$ cat src/hw/rtl/kkm_pkg.sv
// Package for the keyboard matrix unit: types, constants and the keycode decode table.
`default_nettype none
package kkm_pkg;

  localparam int unsigned NumRowsDefault = 11;
  localparam int unsigned RowW           = 4;
  localparam int unsigned ColW           = 3;
  localparam int unsigned CodeW          = 8;
  localparam int unsigned DataW          = 8;

  localparam logic [DataW-1:0] RowIdle = 8'hFF;

  // Unmapped keycodes land on this position.
  localparam logic [RowW-1:0] DefaultRow = 4'd2;
  localparam logic [ColW-1:0] DefaultCol = 3'd5;

  typedef enum logic {
    REQ_KEY  = 1'b0,
    REQ_READ = 1'b1
  } kkm_req_t;

  typedef struct packed {
    logic [RowW-1:0] row;
    logic [ColW-1:0] col;
  } kkm_pos_t;

  // Write request from the front end to the matrix storage.
  typedef struct packed {
    logic            en;
    logic [RowW-1:0] row;
    logic [ColW-1:0] col;
    logic            pressed;
  } kkm_wr_t;

  function automatic kkm_pos_t kkm_pos(input logic [RowW-1:0] r, input logic [ColW-1:0] c);
    kkm_pos_t p;
    p.row = r;
    p.col = c;
    return p;
  endfunction

  // Host keycode to matrix position.
  function automatic kkm_pos_t kkm_decode(input logic [CodeW-1:0] code);
    kkm_pos_t p;
    case (code)
      8'd9:    p = kkm_pos(4'd7, 3'd2);
      8'd10:   p = kkm_pos(4'd0, 3'd1);
      8'd11:   p = kkm_pos(4'd0, 3'd2);
      8'd12:   p = kkm_pos(4'd0, 3'd3);
      8'd13:   p = kkm_pos(4'd0, 3'd4);
      8'd14:   p = kkm_pos(4'd0, 3'd5);
      8'd15:   p = kkm_pos(4'd0, 3'd6);
      8'd16:   p = kkm_pos(4'd0, 3'd7);
      8'd17:   p = kkm_pos(4'd1, 3'd0);
      8'd18:   p = kkm_pos(4'd1, 3'd1);
      8'd19:   p = kkm_pos(4'd0, 3'd0);
      8'd20:   p = kkm_pos(4'd1, 3'd2);
      8'd21:   p = kkm_pos(4'd1, 3'd3);
      8'd22:   p = kkm_pos(4'd7, 3'd5);
      8'd23:   p = kkm_pos(4'd7, 3'd3);
      8'd24:   p = kkm_pos(4'd4, 3'd6);
      8'd25:   p = kkm_pos(4'd5, 3'd4);
      8'd26:   p = kkm_pos(4'd3, 3'd2);
      8'd27:   p = kkm_pos(4'd4, 3'd7);
      8'd28:   p = kkm_pos(4'd5, 3'd1);
      8'd29:   p = kkm_pos(4'd5, 3'd6);
      8'd30:   p = kkm_pos(4'd5, 3'd2);
      8'd31:   p = kkm_pos(4'd3, 3'd6);
      8'd32:   p = kkm_pos(4'd4, 3'd4);
      8'd33:   p = kkm_pos(4'd4, 3'd5);
      8'd34:   p = kkm_pos(4'd1, 3'd5);
      8'd35:   p = kkm_pos(4'd1, 3'd6);
      8'd36:   p = kkm_pos(4'd7, 3'd7);
      8'd37:   p = kkm_pos(4'd6, 3'd2);
      8'd38:   p = kkm_pos(4'd2, 3'd6);
      8'd39:   p = kkm_pos(4'd5, 3'd0);
      8'd40:   p = kkm_pos(4'd3, 3'd1);
      8'd41:   p = kkm_pos(4'd3, 3'd3);
      8'd42:   p = kkm_pos(4'd3, 3'd4);
      8'd43:   p = kkm_pos(4'd3, 3'd5);
      8'd44:   p = kkm_pos(4'd3, 3'd7);
      8'd45:   p = kkm_pos(4'd4, 3'd0);
      8'd46:   p = kkm_pos(4'd4, 3'd1);
      8'd47:   p = kkm_pos(4'd1, 3'd7);
      8'd48:   p = kkm_pos(4'd2, 3'd0);
      8'd49:   p = kkm_pos(4'd2, 3'd1);
      8'd50:   p = kkm_pos(4'd6, 3'd0);
      8'd52:   p = kkm_pos(4'd5, 3'd7);
      8'd53:   p = kkm_pos(4'd5, 3'd5);
      8'd54:   p = kkm_pos(4'd3, 3'd0);
      8'd55:   p = kkm_pos(4'd5, 3'd3);
      8'd56:   p = kkm_pos(4'd2, 3'd7);
      8'd57:   p = kkm_pos(4'd4, 3'd3);
      8'd58:   p = kkm_pos(4'd4, 3'd2);
      8'd59:   p = kkm_pos(4'd2, 3'd2);
      8'd60:   p = kkm_pos(4'd2, 3'd3);
      8'd61:   p = kkm_pos(4'd2, 3'd4);
      8'd62:   p = kkm_pos(4'd6, 3'd0);
      8'd63:   p = kkm_pos(4'd9, 3'd0);
      8'd64:   p = kkm_pos(4'd6, 3'd2);
      8'd65:   p = kkm_pos(4'd8, 3'd0);
      8'd66:   p = kkm_pos(4'd6, 3'd3);
      8'd67:   p = kkm_pos(4'd6, 3'd5);
      8'd68:   p = kkm_pos(4'd6, 3'd6);
      8'd69:   p = kkm_pos(4'd6, 3'd7);
      8'd70:   p = kkm_pos(4'd7, 3'd0);
      8'd71:   p = kkm_pos(4'd7, 3'd1);
      8'd72:   p = kkm_pos(4'd8, 3'd1);
      8'd73:   p = kkm_pos(4'd8, 3'd2);
      8'd74:   p = kkm_pos(4'd8, 3'd3);
      8'd75:   p = kkm_pos(4'd7, 3'd6);
      8'd76:   p = kkm_pos(4'd7, 3'd4);
      8'd79:   p = kkm_pos(4'd10, 3'd2);
      8'd80:   p = kkm_pos(4'd10, 3'd3);
      8'd81:   p = kkm_pos(4'd10, 3'd4);
      8'd82:   p = kkm_pos(4'd10, 3'd5);
      8'd83:   p = kkm_pos(4'd7, 3'd7);
      8'd84:   p = kkm_pos(4'd10, 3'd0);
      8'd85:   p = kkm_pos(4'd10, 3'd1);
      8'd86:   p = kkm_pos(4'd9, 3'd1);
      8'd87:   p = kkm_pos(4'd9, 3'd4);
      8'd88:   p = kkm_pos(4'd9, 3'd5);
      8'd89:   p = kkm_pos(4'd9, 3'd6);
      8'd90:   p = kkm_pos(4'd9, 3'd3);
      8'd91:   p = kkm_pos(4'd10, 3'd7);
      8'd106:  p = kkm_pos(4'd9, 3'd2);
      8'd108:  p = kkm_pos(4'd6, 3'd4);
      8'd111:  p = kkm_pos(4'd8, 3'd5);
      8'd113:  p = kkm_pos(4'd8, 3'd4);
      8'd114:  p = kkm_pos(4'd8, 3'd7);
      8'd115:  p = kkm_pos(4'd8, 3'd6);
      default: p = kkm_pos(DefaultRow, DefaultCol);
    endcase
    return p;
  endfunction

endpackage
`default_nettype wire

$ cat src/hw/rtl/keycode_to_key_matrix_unit.sv
// Top level of the keyboard matrix unit: request register, decode and result register.
// A row read's result passes from the request register to the result register.
// One request per cycle while the result register drains: a key event always retires from the
// request register, and a row read retires once the result register has room to take it.
// Key events produce no result. Reset (rst_n low, synchronous) sets every matrix row to
// all ones (no key pressed) and empties the request and result registers.
`default_nettype none
module keycode_to_key_matrix_unit #(
  parameter int unsigned NUM_ROWS = kkm_pkg::NumRowsDefault
) (
  input  wire logic                      clk,
  input  wire logic                      rst_n,
  input  wire logic                      in_valid,
  output logic                           in_ready,
  input  wire logic                      in_req_type,
  input  wire logic [kkm_pkg::CodeW-1:0] in_key_code,
  input  wire logic                      in_key_pressed,
  input  wire logic [kkm_pkg::RowW-1:0]  in_row_select,
  output logic                           out_valid,
  input  wire logic                      out_ready,
  output logic      [kkm_pkg::DataW-1:0] out_row_data
);
  import kkm_pkg::*;

  // Request register. It holds one request while it is decoded and applied.
  logic             s1_valid_r;
  logic             s1_valid_nxt;
  kkm_req_t         s1_req_type_r;
  logic [CodeW-1:0] s1_key_code_r;
  logic             s1_key_pressed_r;
  logic [RowW-1:0]  s1_row_select_r;

  // Result register. It parts the request side from a stalled consumer.
  logic             out_valid_r;
  logic             out_valid_nxt;
  logic [DataW-1:0] out_row_data_r;

  logic             in_fire;
  logic             s1_is_read;
  logic             s1_done;
  logic             out_free;
  kkm_pos_t         key_pos;
  kkm_wr_t          mat_wr;
  logic [DataW-1:0] mat_rd_data;

  assign in_fire    = in_valid && in_ready;
  assign s1_is_read = s1_req_type_r == REQ_READ;
  assign out_free   = !out_valid_r || out_ready;

  // A key event always retires from the request register. A row read needs room in the result
  // register, so only a read behind a stalled result holds the request register.
  assign s1_done  = s1_valid_r && (!s1_is_read || out_free);
  assign in_ready = !s1_valid_r || s1_done;

  // Decode the keycode to its matrix position; unmapped codes fall to the default key.
  assign key_pos = kkm_decode(s1_key_code_r);

  always_comb begin
    mat_wr.en      = s1_valid_r && !s1_is_read;
    mat_wr.row     = key_pos.row;
    mat_wr.col     = key_pos.col;
    mat_wr.pressed = s1_key_pressed_r;
  end

  // A read sees every key event accepted ahead of it, because events update the
  // matrix at the end of their own cycle in the request register.
  kkm_matrix #(
    .NUM_ROWS (NUM_ROWS)
  ) u_matrix (
    .clk     (clk),
    .rst_n   (rst_n),
    .wr      (mat_wr),
    .rd_row  (s1_row_select_r),
    .rd_data (mat_rd_data)
  );

  always_comb begin
    s1_valid_nxt = s1_valid_r;
    if (in_fire) begin
      s1_valid_nxt = 1'b1;
    end else if (s1_done) begin
      s1_valid_nxt = 1'b0;
    end

    out_valid_nxt = out_valid_r;
    if (s1_done && s1_is_read) begin
      out_valid_nxt = 1'b1;
    end else if (out_ready) begin
      out_valid_nxt = 1'b0;
    end
  end

  always_ff @(posedge clk) begin
    if (!rst_n) begin
      s1_valid_r  <= 1'b0;
      out_valid_r <= 1'b0;
    end else begin
      s1_valid_r  <= s1_valid_nxt;
      out_valid_r <= out_valid_nxt;
    end
  end

  always_ff @(posedge clk) begin
    if (in_fire) begin
      s1_req_type_r    <= kkm_req_t'(in_req_type);
      s1_key_code_r    <= in_key_code;
      s1_key_pressed_r <= in_key_pressed;
      s1_row_select_r  <= in_row_select;
    end
    if (s1_done && s1_is_read) begin
      out_row_data_r <= mat_rd_data;
    end
  end

  assign out_valid    = out_valid_r;
  assign out_row_data = out_row_data_r;

  // A key event never raises a result on its own.
  assert property (@(posedge clk) disable iff (!rst_n)
    (s1_valid_r && !s1_is_read && (!out_valid_r || out_ready)) |=> !out_valid_r)
    else $error("key event produced a result");

  // A read of a row past the matrix returns all ones.
  assert property (@(posedge clk) disable iff (!rst_n)
    (s1_done && s1_is_read && (int'(s1_row_select_r) >= NUM_ROWS))
      |=> (out_valid_r && (out_row_data_r == RowIdle)))
    else $error("out-of-range row read not all ones");

  // The request register only stalls on a read that waits for the result register.
  assert property (@(posedge clk) disable iff (!rst_n)
    !in_ready |-> (s1_valid_r && s1_is_read && out_valid_r && !out_ready))
    else $error("request side stalled without cause");

  // A row read that retires always leaves a result behind.
  assert property (@(posedge clk) disable iff (!rst_n)
    (s1_done && s1_is_read) |=> out_valid_r)
    else $error("row read lost its result");

endmodule
`default_nettype wire

$ cat src/hw/rtl/kkm_matrix.sv
// Key matrix storage: active-low row registers with one bit write and one row read port.
`default_nettype none
module kkm_matrix #(
  parameter int unsigned NUM_ROWS = kkm_pkg::NumRowsDefault
) (
  input  wire logic                      clk,
  input  wire logic                      rst_n,
  input  wire kkm_pkg::kkm_wr_t          wr,
  input  wire logic [kkm_pkg::RowW-1:0]  rd_row,
  output logic      [kkm_pkg::DataW-1:0] rd_data
);
  import kkm_pkg::*;

  localparam int unsigned IdxW = (NUM_ROWS > 1) ? $clog2(NUM_ROWS) : 1;

  logic [DataW-1:0] rows_r [NUM_ROWS];
  logic             wr_hit;
  logic             rd_hit;

  assign wr_hit = wr.en && (int'(wr.row) < NUM_ROWS);
  assign rd_hit = int'(rd_row) < NUM_ROWS;

  always_ff @(posedge clk) begin
    if (!rst_n) begin
      for (int i = 0; i < NUM_ROWS; i++) begin
        rows_r[i] <= RowIdle;
      end
    end else if (wr_hit) begin
      // Active low: a press clears the bit, a release sets it.
      rows_r[wr.row[IdxW-1:0]][wr.col] <= ~wr.pressed;
    end
  end

  assign rd_data = rd_hit ? rows_r[rd_row[IdxW-1:0]] : RowIdle;

endmodule
`default_nettype wire

$ cat config.mk
export PLATFORM = sky130hd
export DESIGN_NAME = keycode_to_key_matrix_unit
export DESIGN_NICKNAME = d
export VERILOG_FILES = /design/src/hw/rtl/kkm_pkg.sv /design/src/hw/rtl/keycode_to_key_matrix_unit.sv /design/src/hw/rtl/kkm_matrix.sv
export SDC_FILE = /design/constraint.sdc
export NUM_CORES = 1
export LEC_CHECK = 0
export BUFFER_PORTS_ARGS = -buffer_cell sky130_fd_sc_hd__buf_4
export CAP_MARGIN = 20
export CORE_MARGIN = 1
export CORE_UTILIZATION = 50
export CTS_BUF_LIST = sky130_fd_sc_hd__clkbuf_4
export DETAILED_ROUTE_END_ITERATION = 10
export PLACE_DENSITY = 0.67
export SYNTH_ARGS = -nofsm -noshare
export SYNTH_HDL_FRONTEND = slang
export SYNTH_SLANG_ARGS = --single-unit
$ cat constraint.sdc
create_clock -name clk -period 4.1 [get_ports clk]
set_input_delay 0.205 -clock clk [delete_from_list [all_inputs] [get_ports clk]]
set_output_delay 0.205 -clock clk [all_outputs]
set_load 0.02 [all_outputs]
==> impl_metrics.yaml <==
status:
  status: "finished, final reports clean"
logic_synthesis:
  syn_avg_cell_area_um2: 9.693
  synth.mux.area_fraction: 0.08634
  synth-seq-cells: 119
  synth-compound-area-share: 0.2063
  synth_enable_flop_cells: 102
  netlist_area_mm2: 0.007173
  async_reset_ff_frac: 0
  syn_inst: 740
  synthDistinctLibCells: 73
  ys.flop_type: "edfxtp_1"
  synthAdderAreaFrac: 0.01395
  synth.yosys.seq_area_share: 0.4744
  yosys_warnings: 0
  synth_top_family_by_area: "compound AO/OA/AOI/OAI gates"
  synth_simple_gate_area_frac: 0.1683
  synth_xor_area_frac: 0
  syn_nets: 766
global_route:
  grt-ovfl-total: 0
  grtUsageTotal: 0.3013
  antenna_found_initial: 0
  grt_pass1_vias: 5885
  grt_max_degree: 89
  grt_pass1_wl_um: 33130
floorplanning:
  initial_utilization: 0.5148
  rows: 43
  io_pins: 28
  placeableCoreArea_mm2: 0.01393
  die-area_mm2: 0.01483
  die_w_um: 121.8
  fp.dieH_um: 121.8
clocking:
  clk_pin_slew_ns: 0.11
  cts-resized-gates: 0
  clk_latency_ns: 0.53
  clock-sinks: 119
  htreeDepth: 4
  cts_buffers: 17
  clockBufferDepth: 2
  root_buffer: "clkbuf_4"
  cts_tree: "done"
timing:
  finalCritPeriodShare: 0.8819
  timing.final.hold_violations: 0
  fin_skew_ns: 0.01660
  rsz0062_at_grt: "no"
  slew_viol_final: 0
  slew_headroom: 0.3685
  setup_violations: 0
  fin_crit_ns: 3.616
  worst_pin_slew_ns: 0.9393
  tns_ns: 0
  fmax_mhz: 276.6
layout:
  drive_above_1_share: 0.1556
  final_common_cell: "nand2_1"
  syn_to_final_growth_pct: 9.977
  nNetsFinal: 778
  diodes: 0
  mostFrequentLayoutCells: "nand2_1, edfxtp_1, o21ai_0, nor2_1, buf_4"
  nFillCells: 1217
critical_path:
  required_ns: 4.57
  start_kind: "register"
  critPathCaptureType: "register"
  path_max_fanout: 11
  cp.arrival_ns: 4.09
  worstSetupPathType: "reg -> reg"
place:
  io_buffers: 27
  gp_congestion: 0.9915
  dpl.hpwl_um: 14240
pwr:
  leakage_nw: 2.397
  power_mw: 2.772
  vdd_ir_drop_max_mv: 0.1254
  p_per_area_mw_per_mm2: 351.4
routing:
  drc: 0
  first_iter_violations: 627
  vias: 6151
  vias_per_cell: 6.509
  avgRoutedWirePerCell_um: 22.34
  wl_um: 21120
  first_pass_iters: 6
  ant_nets: 0
hold_path:
  hp-class: "in -> reg"
job:
  drv_cap: 0
path summary, 6_finish.rpt:
check | startpoint | endpoint | slack, ns | cells past startpoint
worst max-delay path | s1_valid_r | register | 0.48 | 10
worst min-delay path | rst_n | u_matrix.rows_r[10][5] | 0.19 | 2
worst max register to register | s1_valid_r | register | 0.48 | 10
worst min register to register | u_matrix.rows_r[10][0] | u_matrix.rows_r[10][0] | 0.50 | 2
state kept, by name (all words and copies together) (netlist names), named ones only:
signal / cells
u_matrix.rows_r: 88
out_row_data: 8
s1_key_code_r: 8
s1_row_select_r: 4
out_valid: 1
s1_is_read: 1
s1_key_pressed_r: 1
s1_valid_r: 1
cells in the mapped netlist, types with 4 or more instances:
library cell	number	area, um2
mux4_2	15	337.8
ha_1	8	100.1
nor2_1	54	202.7
mux2i_1	11	110.1
o21ai_0	97	485.5
nand2b_1	18	112.6
or3_1	9	56.30
nor2b_1	6	37.54
buf_6	4	45.04
a21oi_1	31	155.2
dfxtp_1	17	340.3
o211ai_1	7	52.55
o311ai_0	4	35.03
inv_1	15	56.30
a41oi_1	4	35.03
o21ai_1	4	20.02
buf_1	4	15.01
edfxtp_1	102	3063
buf_2	14	70.07
nor3_1	13	65.06
nand2_1	114	427.9
o221ai_1	8	70.07
a21o_1	6	45.04
o21a_1	4	30.03
mux2_2	14	157.7
o31a_1	4	35.03
nor2_2	4	25.02
clkbuf_1	39	146.4
a31oi_1	17	106.4
nand3b_1	5	37.54
o31ai_1	5	37.54
a211oi_1	4	30.03
nand3_1	13	65.06
worst max-delay path, cell delays in order (launching register included):
cell and delay (ns):
dfxtp_1 0.43, nand4b_2 0.35, nand2_4 0.21, inv_2 0.09, a21oi_1 0.44, inv_1 0.18
ha_1 0.35, o31ai_1 0.83, o21ai_0 0.29, o21ai_0 0.21, o311a_1 0.18
routing by layer:
metal	global-route usage	share of wire	vias up	routed length (um)
met3	0.05243	0.075	61	1587
met4	0.1744	0.047	0	997
met1	0.3860	0.40	2958	8353
met2	0.4799	0.48	345	10180
met5	0	0	-	0
li1	-	-	2787	-
logic make-up (layout without fill, tap and decap cells):
| kind of cell | Yosys count | after routing |
|---|---|---|
| AO/OA/AOI/OAI | 232 | 232 |
| adder cells (fa/ha/maj) | 8 | 8 |
| buffers and inverters | 81 | 106 |
| flip-flops | 119 | 119 |
| multiplexers | 41 | 41 |
| AND/OR/NAND/NOR | 259 | 259 |
final cells by class:
type | count | area (um2) | share of cell area
multi-input cells | 540 | 3407 | 0.4319
flip-flops and latches | 119 | 3403 | 0.4314
repair buffers | 57 | 467.9 | 0.05932
well taps | 180 | 225.2 | 0.02855
clock inverters | 13 | 178.9 | 0.02268
clock buffers | 19 | 142.6 | 0.01808
inverters | 17 | 63.81 | 0.008089
through the flow:
stage	utilization	worst slack [ns]	area (um2)	std cells	hold WS, ns
2_1_floorplan	-	1.179	7173	740	0.3039
3_3_place_gp	0.5310	0.7623	7400	896	0.3845
3_5_place_dp	0.5310	0.6807	7400	896	0.3845
4_1_cts	0.5656	0.6582	7881	944	0.1241
5_1_grt	0.5661	0.4183	7889	945	0.1671
6_report	0.5661	0.4842	7889	945	0.1906
where the power goes:
part	total [mW]	leakage [nW]	switching, mW	internal (mW)
registers	1.39	0.922	0.0449	1.34
clock network	0.964	0.168	0.469	0.495
logic	0.423	1.31	0.267	0.155
repair_timing:
action                                  CTS  global route
setup buffers                             0             0
hold buffers                             16             0
hold endpoints to repair                 16             0
endpoints found under the setup margin    0             0
(Power assumes the default switching activity.)
